===== config.mk =====
export PLATFORM = sky130hd
export DESIGN_NAME = write_gather_burst_buffer_unit_flat
export DESIGN_NICKNAME = d
export VERILOG_FILES = /design/src/sv/wgb_pkg.sv /design/src/sv/wgb_if.sv /design/src/sv/wgb_gather.sv /design/src/sv/wgb_burst_out.sv /design/src/sv/write_gather_burst_buffer_unit.sv /design/src/flat_wrapper.sv
export SDC_FILE = /design/constraint.sdc
export NUM_CORES = 1
export LEC_CHECK = 0
export BUFFER_PORTS_ARGS = -buffer_cell sky130_fd_sc_hd__buf_2
export CAP_MARGIN = 10
export CELL_PAD_IN_SITES_DETAIL_PLACEMENT = 1
export CELL_PAD_IN_SITES_GLOBAL_PLACEMENT = 2
export CORE_MARGIN = 4
export CORE_UTILIZATION = 47
export CTS_CLUSTER_SIZE = 20
export DETAILED_ROUTE_END_ITERATION = 10
export PLACE_DENSITY_LB_ADDON = 0.1
export SYNTH_ARGS = -nofsm -noshare
export SYNTH_HDL_FRONTEND = slang
export SYNTH_SLANG_ARGS = --single-unit

===== constraint.sdc =====
create_clock -name i_clk -period 31.4 [get_ports i_clk]
set_input_delay 6.28 -clock i_clk [delete_from_list [all_inputs] [get_ports i_clk]]
set_output_delay 6.28 -clock i_clk [all_outputs]
set_load 0.02 [all_outputs]

===== src/sv/wgb_pkg.sv =====
package wgb_pkg;

    localparam int unsigned BURST_BYTES  = 32;
    localparam int unsigned BEAT_BYTES   = 8;
    localparam int unsigned BEATS        = BURST_BYTES / BEAT_BYTES;
    localparam int unsigned GATHER_BYTES = BURST_BYTES + BEAT_BYTES;
    localparam int unsigned HELD_W       = $clog2(GATHER_BYTES + 1);
    localparam int unsigned BEAT_W       = $clog2(BEATS);
    localparam int unsigned ADDR_W       = 32;
    localparam int unsigned DATA_W       = 8 * BEAT_BYTES;
    localparam int unsigned BURST_W      = 8 * BURST_BYTES;
    localparam int unsigned COUNT_W      = 4;
    localparam int unsigned REG_IDX_W    = 1;

    localparam logic [ADDR_W-1:0] ADDR_MASK    = 32'h0000_001f;
    localparam logic [31:0]       RETIRE_RESET = 32'd65536;

    typedef enum logic {
        MODE_STORE = 1'b0,
        MODE_TICK  = 1'b1
    } t_mode;

    typedef enum logic {
        KIND_BEAT = 1'b0,
        KIND_TICK = 1'b1
    } t_kind;

    typedef enum logic [REG_IDX_W-1:0] {
        REG_GATHER_ADDRESS = 1'b0,
        REG_RETIRE_TICKS   = 1'b1
    } t_reg_idx;

    typedef logic [7:0] t_byte;

    typedef struct packed {
        logic                kind;
        logic [ADDR_W-1:0]   burst_address;
        logic [BURST_W-1:0]  burst_data;
        logic                not_empty;
    } t_result;

endpackage


===== src/sv/wgb_if.sv =====
interface wgb_in_if;
    logic                         valid;
    logic                         ready;
    logic                         mode;
    logic [wgb_pkg::COUNT_W-1:0]  byte_count;
    logic [wgb_pkg::DATA_W-1:0]   write_data;

    modport source (output valid, output mode, output byte_count, output write_data,
                    input ready);
    modport sink   (input valid, input mode, input byte_count, input write_data,
                    output ready);
endinterface

interface wgb_out_if;
    logic                         valid;
    logic                         ready;
    logic                         kind;
    logic [wgb_pkg::ADDR_W-1:0]   burst_address;
    logic [wgb_pkg::DATA_W-1:0]   beat_data;
    logic                         last_beat;
    logic                         not_empty;

    modport source (output valid, output kind, output burst_address, output beat_data,
                    output last_beat, output not_empty, input ready);
    modport sink   (input valid, input kind, input burst_address, input beat_data,
                    input last_beat, input not_empty, output ready);
endinterface

interface wgb_cfg_if;
    logic                           valid;
    logic                           ready;
    logic [wgb_pkg::REG_IDX_W-1:0]  index;
    logic [31:0]                    data;

    modport source (output valid, output index, output data, input ready);
    modport sink   (input valid, input index, input data, output ready);
endinterface


===== src/sv/wgb_gather.sv =====
module wgb_gather (
    input  logic                       i_clk,
    input  logic                       i_rst_n,
    wgb_in_if.sink                     i_in,
    input  logic [wgb_pkg::ADDR_W-1:0] i_gather_address,
    input  logic [31:0]                i_retire_ticks,
    input  logic                       i_slot_free,
    output logic                       o_load,
    output wgb_pkg::t_result           o_result
);

    logic                        r_in_valid;
    logic                        r_mode;
    logic [wgb_pkg::COUNT_W-1:0] r_byte_count;
    logic [wgb_pkg::DATA_W-1:0]  r_write_data;

    wgb_pkg::t_byte              r_bytes [wgb_pkg::GATHER_BYTES];
    logic [wgb_pkg::HELD_W-1:0]  r_held;
    logic [31:0]                 r_retire_count;

    wgb_pkg::t_byte              w_merged [wgb_pkg::GATHER_BYTES];
    logic [3:0]                  w_eff;
    logic [wgb_pkg::HELD_W-1:0]  w_total;
    logic                        w_is_tick;
    logic                        w_burst;
    logic                        w_produces;
    logic                        w_advance;
    logic [31:0]                 w_count_inc;
    logic                        w_retire;
    logic [wgb_pkg::BURST_W-1:0] w_burst_data;

    always_comb begin
        logic [wgb_pkg::HELD_W-1:0] off;
        logic [2:0]                 sel;
        off = '0;
        sel = '0;
        w_eff = r_byte_count[3] ? 4'd8 : r_byte_count;
        w_total = r_held + wgb_pkg::HELD_W'(w_eff);
        for (int i = 0; i < wgb_pkg::GATHER_BYTES; i++) begin
            off = wgb_pkg::HELD_W'(i) - r_held;
            if (wgb_pkg::HELD_W'(i) >= r_held && off < wgb_pkg::HELD_W'(w_eff)) begin
                sel = 3'(w_eff - 4'd1 - off[3:0]);
                w_merged[i] = r_write_data[8*sel +: 8];
            end else begin
                w_merged[i] = r_bytes[i];
            end
        end
        for (int i = 0; i < wgb_pkg::BURST_BYTES; i++) begin
            w_burst_data[wgb_pkg::BURST_W-1-8*i -: 8] = w_merged[i];
        end
    end

    assign w_is_tick   = (r_mode == wgb_pkg::MODE_TICK);
    assign w_burst     = (w_total >= wgb_pkg::HELD_W'(wgb_pkg::BURST_BYTES));
    assign w_produces  = w_is_tick || w_burst;
    assign w_advance   = r_in_valid && (!w_produces || i_slot_free);
    assign w_count_inc = r_retire_count + 32'd1;
    assign w_retire    = (w_count_inc >= i_retire_ticks);

    assign i_in.ready = !r_in_valid || w_advance;
    assign o_load     = r_in_valid && w_produces && i_slot_free;

    always_comb begin
        o_result = '0;
        if (w_is_tick) begin
            o_result.kind      = wgb_pkg::KIND_TICK;
            o_result.not_empty = !w_retire && (r_held != '0);
        end else begin
            o_result.kind          = wgb_pkg::KIND_BEAT;
            o_result.burst_address = i_gather_address & ~wgb_pkg::ADDR_MASK;
            o_result.burst_data    = w_burst_data;
        end
    end

    always_ff @(posedge i_clk) begin
        if (!i_rst_n) begin
            r_in_valid <= 1'b0;
        end else if (i_in.valid && i_in.ready) begin
            r_in_valid <= 1'b1;
        end else if (w_advance) begin
            r_in_valid <= 1'b0;
        end
    end

    always_ff @(posedge i_clk) begin
        if (i_in.valid && i_in.ready) begin
            r_mode       <= i_in.mode;
            r_byte_count <= i_in.byte_count;
            r_write_data <= i_in.write_data;
        end
    end

    always_ff @(posedge i_clk) begin
        if (!i_rst_n) begin
            r_held         <= '0;
            r_retire_count <= '0;
        end else if (w_advance) begin
            if (w_is_tick) begin
                r_retire_count <= w_retire ? 32'd0 : w_count_inc;
                r_held         <= w_retire ? '0 : r_held;
            end else begin
                r_held <= w_burst ? w_total - wgb_pkg::HELD_W'(wgb_pkg::BURST_BYTES) : w_total;
            end
        end
    end

    always_ff @(posedge i_clk) begin
        if (w_advance && !w_is_tick) begin
            for (int i = 0; i < wgb_pkg::GATHER_BYTES; i++) begin
                if (w_burst && i < wgb_pkg::GATHER_BYTES - wgb_pkg::BURST_BYTES) begin
                    r_bytes[i] <= w_merged[i + wgb_pkg::BURST_BYTES];
                end else begin
                    r_bytes[i] <= w_merged[i];
                end
            end
        end
    end

endmodule


===== src/sv/wgb_burst_out.sv =====
module wgb_burst_out (
    input  logic             i_clk,
    input  logic             i_rst_n,
    input  logic             i_load,
    input  wgb_pkg::t_result i_result,
    output logic             o_slot_free,
    wgb_out_if.source        o_out
);

    logic                        r_valid;
    logic [wgb_pkg::BEAT_W-1:0]  r_beat;
    wgb_pkg::t_result            r_res;

    logic                        w_last;
    logic                        w_take;
    logic                        w_is_tick;

    assign w_is_tick   = (r_res.kind == wgb_pkg::KIND_TICK);
    assign w_last      = w_is_tick || (r_beat == wgb_pkg::BEAT_W'(wgb_pkg::BEATS - 1));
    assign w_take      = r_valid && o_out.ready;
    assign o_slot_free = !r_valid || (w_take && w_last);

    assign o_out.valid         = r_valid;
    assign o_out.kind          = r_res.kind;
    assign o_out.burst_address = r_res.burst_address;
    assign o_out.beat_data     = w_is_tick ? '0
                               : r_res.burst_data[wgb_pkg::BURST_W-1-wgb_pkg::DATA_W*r_beat -:
                                                  wgb_pkg::DATA_W];
    assign o_out.last_beat     = !w_is_tick && w_last;
    assign o_out.not_empty     = r_res.not_empty;

    always_ff @(posedge i_clk) begin
        if (!i_rst_n) begin
            r_valid <= 1'b0;
            r_beat  <= '0;
        end else if (i_load) begin
            r_valid <= 1'b1;
            r_beat  <= '0;
        end else if (w_take) begin
            if (w_last) begin
                r_valid <= 1'b0;
            end
            r_beat <= r_beat + 1'b1;
        end
    end

    always_ff @(posedge i_clk) begin
        if (i_load) begin
            r_res <= i_result;
        end
    end

endmodule


===== src/sv/write_gather_burst_buffer_unit.sv =====
// Write gather buffer for CPU stores. Items arrive on i_in: a store carries up to 8
// bytes in the low bytes of write_data, entered most significant byte first, and a tick
// advances the retire counter. Results leave on o_out. Whenever 32 or more bytes are held
// after a store, a burst of four 64-bit beats goes out, earliest byte in the top bits,
// tagged with the gather address aligned to 32 bytes; last_beat marks the fourth beat.
// A tick returns one status beat whose not_empty tells whether data is still held; when
// the retire count reaches its limit the held bytes are dropped first.
// Registers are written on i_cfg, index 0 gather address and index 1 retire limit; the
// user must write them only while the block is idle; the block does not enforce this.
// That port is always ready. An item is accepted in every cycle while the result
// register is free for any result that it makes. A burst holds the result register for
// four beats, so an item that makes a result waits in the input register until the last
// beat is taken, while a store that makes no result passes through. When the receiver
// stalls, the input register fills and i_in.ready drops. Synchronous reset empties the
// buffer, clears the retire counter, sets the gather address to zero and the retire
// limit to 65536.
module write_gather_burst_buffer_unit (
    input  logic      i_clk,
    input  logic      i_rst_n,
    wgb_in_if.sink    i_in,
    wgb_cfg_if.sink   i_cfg,
    wgb_out_if.source o_out
);

    logic [wgb_pkg::ADDR_W-1:0] r_gather_address;
    logic [31:0]                r_retire_ticks;

    logic                       w_load;
    logic                       w_slot_free;
    wgb_pkg::t_result           w_result;

    assign i_cfg.ready = 1'b1;

    always_ff @(posedge i_clk) begin
        if (!i_rst_n) begin
            r_gather_address <= '0;
            r_retire_ticks   <= wgb_pkg::RETIRE_RESET;
        end else if (i_cfg.valid) begin
            unique case (i_cfg.index)
                wgb_pkg::REG_GATHER_ADDRESS: r_gather_address <= i_cfg.data;
                wgb_pkg::REG_RETIRE_TICKS:   r_retire_ticks   <= i_cfg.data;
                default: begin
                end
            endcase
        end
    end

    wgb_gather u_gather (
        .i_clk            (i_clk),
        .i_rst_n          (i_rst_n),
        .i_in             (i_in),
        .i_gather_address (r_gather_address),
        .i_retire_ticks   (r_retire_ticks),
        .i_slot_free      (w_slot_free),
        .o_load           (w_load),
        .o_result         (w_result)
    );

    wgb_burst_out u_burst_out (
        .i_clk       (i_clk),
        .i_rst_n     (i_rst_n),
        .i_load      (w_load),
        .i_result    (w_result),
        .o_slot_free (w_slot_free),
        .o_out       (o_out)
    );

endmodule


===== src/flat_wrapper.sv =====
// flat-port wrapper written by rule: the top's interface ports become plain ports
module write_gather_burst_buffer_unit_flat 
  (i_clk, i_rst_n, i_in_valid, i_in_mode, i_in_byte_count, i_in_write_data, i_in_ready, i_cfg_valid, i_cfg_index, i_cfg_data, i_cfg_ready, o_out_valid, o_out_kind, o_out_burst_address, o_out_beat_data, o_out_last_beat, o_out_not_empty, o_out_ready);
  wgb_in_if i_in_i ();
  wgb_cfg_if i_cfg_i ();
  wgb_out_if o_out_i ();
  input  logic i_clk;
  input  logic i_rst_n;
  input wire logic [$bits(i_in_i.valid)-1:0] i_in_valid;
  input wire logic [$bits(i_in_i.mode)-1:0] i_in_mode;
  input wire logic [$bits(i_in_i.byte_count)-1:0] i_in_byte_count;
  input wire logic [$bits(i_in_i.write_data)-1:0] i_in_write_data;
  output wire logic [$bits(i_in_i.ready)-1:0] i_in_ready;
  input wire logic [$bits(i_cfg_i.valid)-1:0] i_cfg_valid;
  input wire logic [$bits(i_cfg_i.index)-1:0] i_cfg_index;
  input wire logic [$bits(i_cfg_i.data)-1:0] i_cfg_data;
  output wire logic [$bits(i_cfg_i.ready)-1:0] i_cfg_ready;
  output wire logic [$bits(o_out_i.valid)-1:0] o_out_valid;
  output wire logic [$bits(o_out_i.kind)-1:0] o_out_kind;
  output wire logic [$bits(o_out_i.burst_address)-1:0] o_out_burst_address;
  output wire logic [$bits(o_out_i.beat_data)-1:0] o_out_beat_data;
  output wire logic [$bits(o_out_i.last_beat)-1:0] o_out_last_beat;
  output wire logic [$bits(o_out_i.not_empty)-1:0] o_out_not_empty;
  input wire logic [$bits(o_out_i.ready)-1:0] o_out_ready;
  assign i_in_i.valid = i_in_valid;
  assign i_in_i.mode = i_in_mode;
  assign i_in_i.byte_count = i_in_byte_count;
  assign i_in_i.write_data = i_in_write_data;
  assign i_in_ready = i_in_i.ready;
  assign i_cfg_i.valid = i_cfg_valid;
  assign i_cfg_i.index = i_cfg_index;
  assign i_cfg_i.data = i_cfg_data;
  assign i_cfg_ready = i_cfg_i.ready;
  assign o_out_valid = o_out_i.valid;
  assign o_out_kind = o_out_i.kind;
  assign o_out_burst_address = o_out_i.burst_address;
  assign o_out_beat_data = o_out_i.beat_data;
  assign o_out_last_beat = o_out_i.last_beat;
  assign o_out_not_empty = o_out_i.not_empty;
  assign o_out_i.ready = o_out_ready;
  write_gather_burst_buffer_unit u_core (.i_clk(i_clk), .i_rst_n(i_rst_n), .i_in(i_in_i), .i_cfg(i_cfg_i), .o_out(o_out_i));
endmodule

Word-level counts from Yosys, hierarchy flattened

Memory sizes are Yosys's and may differ from the RTL's.
Cells that the tools add are included.

Add/sub/neg operators: 86
Magnitude comparators: 82
Equal/unequal tests: 2
Shift-type cells: 41
Muxes and demuxes: 68
Bitwise logic cells: 10
Reduce and logical (&&, ||, !) cells: 70

Operators by type and width:

| cell                  | count |
|---|---|
| $shiftx 64x7->8       | 40 |
| $mux 8                | 48 |
| $shiftx 319x33->64    | 1 |
| $lt 6x4->1            | 40 |
| $sub 3x3->3           | 40 |
| $ge 5x6->1 const A    | 16 |
| $sub 5x6->6 const A   | 16 |
| $mux 64               | 1 |
| $logic_and 1x1->1     | 49 |
| $ge 4x6->1 const A    | 8 |
| $ge 6x6->1 const A    | 8 |
| $sub 4x6->6 const A   | 8 |
| $sub 6x6->6 const A   | 8 |
| $add 32x1->32 const B | 1 |
| $ge 32x32->1          | 1 |
| $mux 32               | 1 |
| $ge 3x6->1 const A    | 4 |
| $sub 3x6->6 const A   | 4 |
| $mux 6                | 3 |
| $mux 1                | 14 |
| $ge 1x6->1 const A    | 2 |
| $ge 2x6->1 const A    | 2 |
| $sub 1x6->6 const A   | 2 |
| $sub 2x6->6 const A   | 2 |
| 17 further kinds      | 40 |

Bits in registers: 465
RAM bits: 320
Input port bits: 107
Output and inout port bits: 102
Logic and storage cells: 375
Memories: 1

Memories:

| memory                  | words | bits a word | read ports | clocked after Yosys merged registers in | write ports | line             | text |
|---|---|---|---|---|---|---|---|
| u_core.u_gather.r_bytes | 40    | 8           | 40         | 0                                       | 40          | wgb_gather.sv:17 | `wgb_pkg::t_byte r_bytes [wgb_pkg::GATHER_BYTES];` |

Longest topological paths before layout

Gate-level depths: netlist of run 1.

Word-level depth: 11
Depth in mapped cells: 15
Mapped depth without buffers: 13

Cells and area by module

From an unflattened synthesis of run 1, not the netlist that was laid out.

Cell total of the unflattened synthesis: 3235
Area, all modules: 40018.4 µm²

Modules (own cells, without submodules):

| module                         | times used | cells an instance | area an instance (µm²) | sequential area each (µm²) |
|---|---|---|---|---|
| wgb_gather                     | 1          | 2426              | 26425.3                | 12462.0 |
| wgb_burst_out                  | 1          | 561               | 11094.4                | 8768.4 |
| write_gather_burst_buffer_unit | 1          | 248               | 2498.6                 | 1281.2 |

Worst setup path before layout of run 1

Ideal clock, no wire load.

Kind: input -> register
From: input o_out_ready
To: register u_core.u_gather.r_held[1] in the netlist's numbering
Library setup time: 0.112 ns
Data arrival time: 18.248 ns
Data required time: 31.288 ns
Setup slack: 13.040 ns
Stages on the path: 7
Path buffers: 1
Path through: o21ai_0 -> nand2_1 -> o41ai_1 -> buf_2 -> nor2_1 -> a22oi_1 -> a21oi_1

Longest elaborated chain between the ends: 6

RTL lines:

| item                              | line                | text |
|---|---|---|
| from (decl)                       | flat_wrapper.sv:24  | `input wire logic [$bits(o_out_i.ready)-1:0] o_out_ready;` |
| $logic_and 1x1->1                 | wgb_burst_out.sv:20 | `assign w_take = r_valid && o_out.ready;` |
| $logic_and 1x1->1                 | wgb_burst_out.sv:21 | `assign o_slot_free = !r_valid \|\| (w_take && w_last);` |
| $logic_or 1x1->1                  | wgb_burst_out.sv:21 |  |
| $logic_or 1x1->1                  | wgb_gather.sv:56    | `assign w_advance = r_in_valid && (!w_produces \|\| i_slot_free);` |
| $logic_and 1x1->1                 | wgb_gather.sv:56    |  |
| $reduce_and 2->1 (no source line) | n/a                 |  |
| to (signal assigned)              | wgb_gather.sv:100   | `r_held <= w_retire ? '0 : r_held;` |
| to (signal assigned)              | wgb_gather.sv:102   | `r_held <= w_burst ? w_total - wgb_pkg::HELD_W'(wgb_pkg::BURST_BYTES) : w_total;` |
| to (decl)                         | wgb_gather.sv:18    | `logic [wgb_pkg::HELD_W-1:0] r_held;` |

No other way between the ends.
A chain may end at the register's enable or synchronous reset.

Final worst setup path of run 1

From: input o_out_ready
To: output i_in_ready

Longest elaborated chain between the ends: 6

RTL lines:

| item              | line                | text |
|---|---|---|
| $logic_and 1x1->1 | wgb_burst_out.sv:20 |  |
| $logic_and 1x1->1 | wgb_burst_out.sv:21 |  |
| $logic_or 1x1->1  | wgb_burst_out.sv:21 |  |
| $logic_or 1x1->1  | wgb_gather.sv:56    |  |
| $logic_and 1x1->1 | wgb_gather.sv:56    |  |
| $logic_or 1x1->1  | wgb_gather.sv:60    | `assign i_in.ready = !r_in_valid \|\| w_advance;` |
| to (decl)         | flat_wrapper.sv:13  | `output wire logic [$bits(i_in_i.ready)-1:0] i_in_ready;` |

No other way between the ends.

==> results of run 1 <==
==> power by group through the flow <==
stage          Combinational [mW]  Clock, mW  Sequential, mW
6_report                    0.763      0.993            1.24
5_1_grt                     0.821       1.06            1.24
4_1_cts                     0.766       1.01            1.24
3_5_place_dp                0.762          0            1.26
3_3_place_gp                0.734          0            1.26
2_1_floorplan               0.513          0            1.26
==> registers in the layout, summed over array words and instances, names as in the netlist, 2 cells and up <==
register and flops:
u_core.u_gather.r_held 6, u_core.r_retire_ticks 32, u_core.u_burst_out.r_res 256, u_core.u_gather.r_byte_count 4
u_core.u_gather.r_write_data 64, u_core.u_gather.r_retire_count 32, u_core.u_gather.r_bytes 320, u_core.r_gather_address 27
u_core.u_burst_out.r_beat 2, u_core.u_burst_out.o_out.burst_address 27
==> cells by family after synthesis <==
kind of cell / synth area share (%)
mux: 14.43
fa+ha+maj: 2.925
xor+xnor: 1.546
flops: 56.81
buf+inv: 3.876
other cells: 0.01917
compound gates: 7.909
simple gates: 12.48
==> layer usage <==
metal | track usage, % | wire, um | vias up
li1 | - | - | 11520
met1 | 32.93 | 47790 | 13080
met2 | 41.59 | 53990 | 573
met3 | 3.316 | 4318 | 146
met4 | 6.088 | 2645 | 2
met5 | 0 | 13 | -
==> tightest hold or removal path, delay by kind of cell (launching register included) <==
family / cells / cell delay [ps]
flops: 1 / 300
simple gates: 1 / 50
compound gates: 1 / 50
==> layout make-up <==
cell class              instances  area (sq um)
repair buffers                250          1416
multi-input cells            1946         15540
diodes                          1         2.502
clock buffers                 109          2268
inverters                     125         476.7
flip-flops and latches        775         22270
clock inverters                43         445.4
well taps                    1070          1339
fillers                      8291         38610
==> final timing paths <==
check / from / to / slack, ps / cells past startpoint
worst min register to register: u_core.r_gather_address[14]$_SDFFE_PN0P_ / u_core.r_gather_address[14]$_SDFFE_PN0P_ / 450 / 2
worst max-delay path: o_out_ready / i_in_ready / 18230 / 4
worst max register to register: u_core.u_gather.r_byte_count[3]$_DFFE_PP_ / u_core.u_burst_out.r_res[33]$_SDFFCE_PP0P_ / 25920 / 10
worst min-delay path: u_core.r_gather_address[14]$_SDFFE_PN0P_ / u_core.r_gather_address[14]$_SDFFE_PN0P_ / 450 / 2
==> synth_stat cells (38+ instances only) <==
cell type / n
edfxtp_1: 674
nand2_1: 284
a21oi_1: 227
nor2_1: 179
mux2_2: 169
and2_1: 142
mux4_2: 128
inv_1: 123
clkbuf_1: 109
dfxtp_1: 101
nor2b_1: 101
a211oi_1: 86
ha_1: 82
nor3_1: 66
mux2i_1: 57
buf_2: 46
buf_4: 44
xnor2_1: 38
==> stage by stage <==
stage / utilization [%] / power (mW) / instance area, sq um
after floorplan: - / 1.769 / 39200
after global placement: 49.80 / 1.989 / 41020
after detailed placement: 49.80 / 2.020 / 41020
after CTS: 53.09 / 3.018 / 43730
after global routing: 53.12 / 3.118 / 43760
final: 53.13 / 2.993 / 43760
==> qor.csv, run 1 <==
metric;value;unit
post-cts-setup-buffer-count;0;
detailed_place_hpwl;73210;um
root_buffer_cell;clkbuf_16;
synth_area_leader_cell;edfxtp_1;
grt_first_pass_wirelength;165900;um
ys_ff_latch;775;
dp_cells;4165;
post_drt_via_cell_ratio;5.860;
synth_enable_flop_cells;674;
fmax;75.92;MHz
clock_tree.htree_level_count;3;
worst-endpoint-required;25120;ps
design.die.area;88050;sq um
p_sw;0.9252;mW
share_seq_of_total_power;41.3;%
power_per_cell_area;68.39;nW/um^2
power_switching_share;30.91;%
worst_path_dominant_cell_family;buffers and inverters;
rsz0062_at_grt;no;
result_of_the_run;completed;
layout-drive-gt1-share;24.69;%
timing.critical_path.fanout_max;3;
grt_max_degree;160;
antenna_violations_before_repair;4;
final.setup.worst_slack;18230;ps
placeableCoreArea;82370;sq um
sequential_area_share_after_synthesis;56.81;%
hold_ws;451.8;ps
cell_with_the_largest_stage_delay_on_the_worst_path;buf_2;
cpMostUsedCell;buf_2;
drt_first_iter_violations;1658;
start_util;47.57;%
number_of_global_route_vias_before_repair;26670;
final_common_cell;edfxtp_1;
min-delay-path-class;register to register;
maxSlewHeadroom;14.17;%
synth_top_area_share;51.65;%
synth-async-reset-ratio;0;%
synthesis.instances;3052;
pin_count;209;
final_max_slew_viol_count;0;
startpoint_type;input port;
grt_util_all_layers;24.29;%
avgRoutedWirePerCell;25.18;um
std_cell_rows;105;
clock-skew-final;36.89;ps
clk_pin_slew_worst_paths;60;ps
die_y;296.7;um
port_buffers;202;
insertion_delay;660;ps
setup-tns-final;0;ps
dominantRegCellSynth;edfxtp_1;
detail-route-antenna-nets;0;
worstPathCellList;buf_2, o21ai_0, nand4_1, buf_2;
period_minus_slack;13170;ps
cp_num_buf_inv;2;
synth_warnings;0;
yosys.cell_types.count;90;
tritoncts_clock_tree;done;
hold_viol;0;
cts_buffers;86;
total_detailed_routing_wirelength;108800;um
clock-sinks;775;
dominant_cells_by_area_after_synthesis;edfxtp_1 (52%), mux4_2 (7.4%), dfxtp_1 (5.2%);
final_nets;3379;
syn-cell-area;39180;sq um
fin_crit_sh;41.95;%
peakVddDrop;0.04339;mV
final_cell_mix;edfxtp_1 (674), nand2_1 (284), a21oi_1 (227);
crit_path_max_incr_delay;220;ps
critical_path_class;input port to primary output;
worst_ep_arrival_time;6890;ps
syn_area_per_cell;12.84;sq um
timing.final.setup_violations;0;
drt-pass1-iter-count;5;
cell_internal_pwr;2.068;mW
power_leakage;15.70;nW
max-clock-path-buffers;3;
layout-area-overhead-vs-synth;11.68;%
max-cap-violations;0;
clkPwrFrac;33.2;%
grt-ovfl-total;0;
combinationalPowerShare;25.5;%
cts_resized;0;
worst_pin_slew;1286;ps
dieWidth;296.7;um
number_of_buffers_inserted_by_hold_repair_at_cts;0;
critical_path.endpoint_type;primary output;
final_cells;4319;
route.detailed.drc;0;
num_vias;25310;
routabilityCongestion;0.8207;
pre_cts_setup_slack;18230;ps
Power figures use the tool's default switching activity.
==> inputs of run 2 (changes only) <==
- CORE_UTILIZATION: 47 -> 44
- clock period: 31.4 -> 12.2 ns (I/O delays scaled with it)
==> run 2 against run 1 <==
Against the previous run: clock skew shrank 8.2 ps; largest power group unchanged; final cell count increased by 2.3%; count of clock-buffer cells in the layout is 11 lower; global-route usage fell by 1.4 points; sequential power grew to 2.6 times the previous value; highest routed layer is now met4; via count fell by 0.77%; worst hold slack got worse by 2.3 ps; register-to-register slack lost 19000 ps.
==> qor.csv, run 2 (synthesized netlist as in run 1, its figures left out) <==
metric;value;unit;change
result_of_the_run;completed;;
detail-route-antenna-nets;0;;unchanged
placeableCoreArea;88370;sq um;+7.3%
fin_crit_sh;51.84;%;
final_cell_mix;edfxtp_1 (674), nand2_1 (284), a21oi_1 (227);;
critical_path_class;register to primary output;;
hold_viol;0;;unchanged
rsz0062_at_grt;no;;
crit_path_max_incr_delay;620;ps;+400 ps
die_y;306.4;um;+3.3%
number_of_buffers_inserted_by_hold_repair_at_cts;0;;unchanged
crit-reg2reg-capture;u_core.u_burst_out.r_res[171]$_SDFFCE_PP0P_;;
layout-area-overhead-vs-synth;12.38;%;
final_common_cell;edfxtp_1;;
drt_first_iter_violations;1751;;+5.6%
maxSlewHeadroom;21.60;%;+7.4 points
grt_first_pass_wirelength;165300;um;-0.41%
max-clock-path-buffers;3;;unchanged
multi_input_area;15540;sq um;about the same
fmax;158.1;MHz;
final_cells;4418;;+2.3%
max-cap-violations;0;;unchanged
total_detailed_routing_wirelength;109000;um;+0.21%
avgRoutedWirePerCell;24.67;um;-2.0%
pre_cts_setup_slack;6522;ps;-11700 ps
post-cts-setup-buffer-count;0;;unchanged
top_regs;u_core.u_gather.r_bytes (320), u_core.u_burst_out.r_res (256), u_core.u_gather.r_write_data (64);;
tritoncts_clock_tree;done;;
insertion_delay;650;ps;about the same
timing.critical_path.fanout_max;17;;+14
worstPathCellList;inv_1, nand2_1, ha_1, a211oi_2, o21bai_1, a211oi_2, nor2_1, nand4_1, buf_2;;
min-delay-start;u_core.r_gather_address[19]$_SDFFE_PN0P_;;
timing.final.setup_violations;0;;unchanged
power_leakage;15.76;nW;+0.41%
peakVddDrop;0.09910;mV;+130%
grt_util_all_layers;22.89;%;-1.4 points
final_nets;3380;;+0.030%
flip_flop_count_of_the_largest_register_after_layout;320;;unchanged
clk_pin_slew_worst_paths;60;ps;about the same
clock-skew-final;28.73;ps;-8.165 ps
fill_cells;8999;;+8.5%
grt-ovfl-total;0;;unchanged
clock_tree.htree_level_count;3;;unchanged
final.setup.worst_slack;5875;ps;-12350 ps
largest-register;u_core.u_gather.r_bytes;;
regToRegStartpoint;u_core.u_gather.r_byte_count[3]$_DFFE_PP_;;
cpMostUsedCell;a211oi_2;;
detailed_place_hpwl;75380;um;+3.0%
min-delay-path-class;register to register;;
period_minus_slack;6325;ps;
post_route_total_power;7.795;mW;+160%
num_vias;25120;;-0.77%
grt_max_degree;165;;+3.1%
r2r_setup_slack;6860;ps;-19060 ps
drt-pass1-iter-count;5;;unchanged
worst_ep_arrival_time;3880;ps;-3010 ps
post_drt_via_cell_ratio;5.685;;-3.0%
pin_count;209;;unchanged
clock-sinks;775;;unchanged
hold_ws;449.5;ps;-2.261 ps
timing.reg2reg.worst_path_depth;10;;unchanged
seqCellArea;22270;sq um;unchanged
worst_path_dominant_cell_family;compound AO/OA/AOI/OAI gates;;
dp_cells;4260;;+2.3%
cp_num_buf_inv;2;;unchanged
power_per_cell_area;177.0;nW/um^2;+160%
port_buffers;202;;unchanged
worst_pin_slew;1143;ps;-142.7 ps
setup-tns-final;0;ps;unchanged
cts_buffers;87;;+1.2%
route.detailed.drc;0;;unchanged
startpoint_type;register;;
start_util;44.34;%;-3.2 points
worst-endpoint-required;9760;ps;-15360 ps
holdPathStages;2;;unchanged
critical_path.endpoint_type;primary output;;
design.die.area;93890;sq um;+6.6%
layout-drive-gt1-share;24.91;%;+0.22 points
std_cell_rows;109;;+3.8%
final_max_slew_viol_count;0;;unchanged
routabilityCongestion;0.8545;;+4.1%
cell_with_the_largest_stage_delay_on_the_worst_path;inv_1;;
antenna_violations_before_repair;5;;+1
cts_resized;0;;unchanged
dieWidth;306.4;um;+3.3%
root_buffer_cell;clkbuf_16;;
number_of_global_route_vias_before_repair;26430;;-0.90%
holdPathEnd;u_core.r_gather_address[19]$_SDFFE_PN0P_;;
==> run 2: how the worst max path moves through the flow <==
stage | slack (ps) | end | depth (start not counted) | start
after global placement | 6660 | i_in_ready | 9 | u_core.u_gather.r_byte_count[3]$_DFFE_PP_
after floorplan | 2060 | u_core.u_gather.r_held[1]$_SDFFE_PN0P_ | 7 | o_out_ready
final | 5880 | i_in_ready | 9 | u_core.u_gather.r_byte_count[3]$_DFFE_PP_
after global routing | 5660 | i_in_ready | 9 | u_core.u_gather.r_byte_count[3]$_DFFE_PP_
after detailed placement | 6520 | i_in_ready | 9 | u_core.u_gather.r_byte_count[3]$_DFFE_PP_
after CTS | 5800 | i_in_ready | 9 | u_core.u_gather.r_byte_count[3]$_DFFE_PP_
==> run 2: cell type report <==
type	instances	area share (%)
Multi-Input combinational cell	1946	35.30
Inverter	125	1.083
Clock inverter	58	1.421
Antenna cell	1	0.005683
Sequential cell	775	50.58
Clock buffer	98	5.086
Timing Repair Buffer	250	3.217
Tap cell	1165	3.310
==> run 2: metrics by stage <==
stage | util [%] | cell area [sq um]
6_report | 49.83 | 44030
5_1_grt | 49.82 | 44030
4_1_cts | 49.79 | 44000
3_5_place_dp | 46.55 | 41140
3_3_place_gp | 46.55 | 41140
2_1_floorplan | - | 39200
==> run 2: power breakdown <==
group	internal (mW)	switching (mW)
Combinational	0.728	1.22
Clock	1.56	1.10
Sequential	3.13	0.0612
Total	5.41	2.38
==> run 2: worst register-to-register path, cell delays in order, from the launching register on <==
cell      delay [ps]
edfxtp_1         480
inv_1            620
nand2_1          310
ha_1             400
a211oi_2         320
o21bai_1         150
and4_1           280
nor2_1           260
nand3_1          270
inv_8            750
buf_4           1060
==> run 2: per-layer routing <==
layer | track usage, % | wire length [um]
met1 | 31.60 | 49030
met2 | 38.43 | 52690
met3 | 2.791 | 4450
met4 | 6.367 | 2820
met5 | 0 | 0
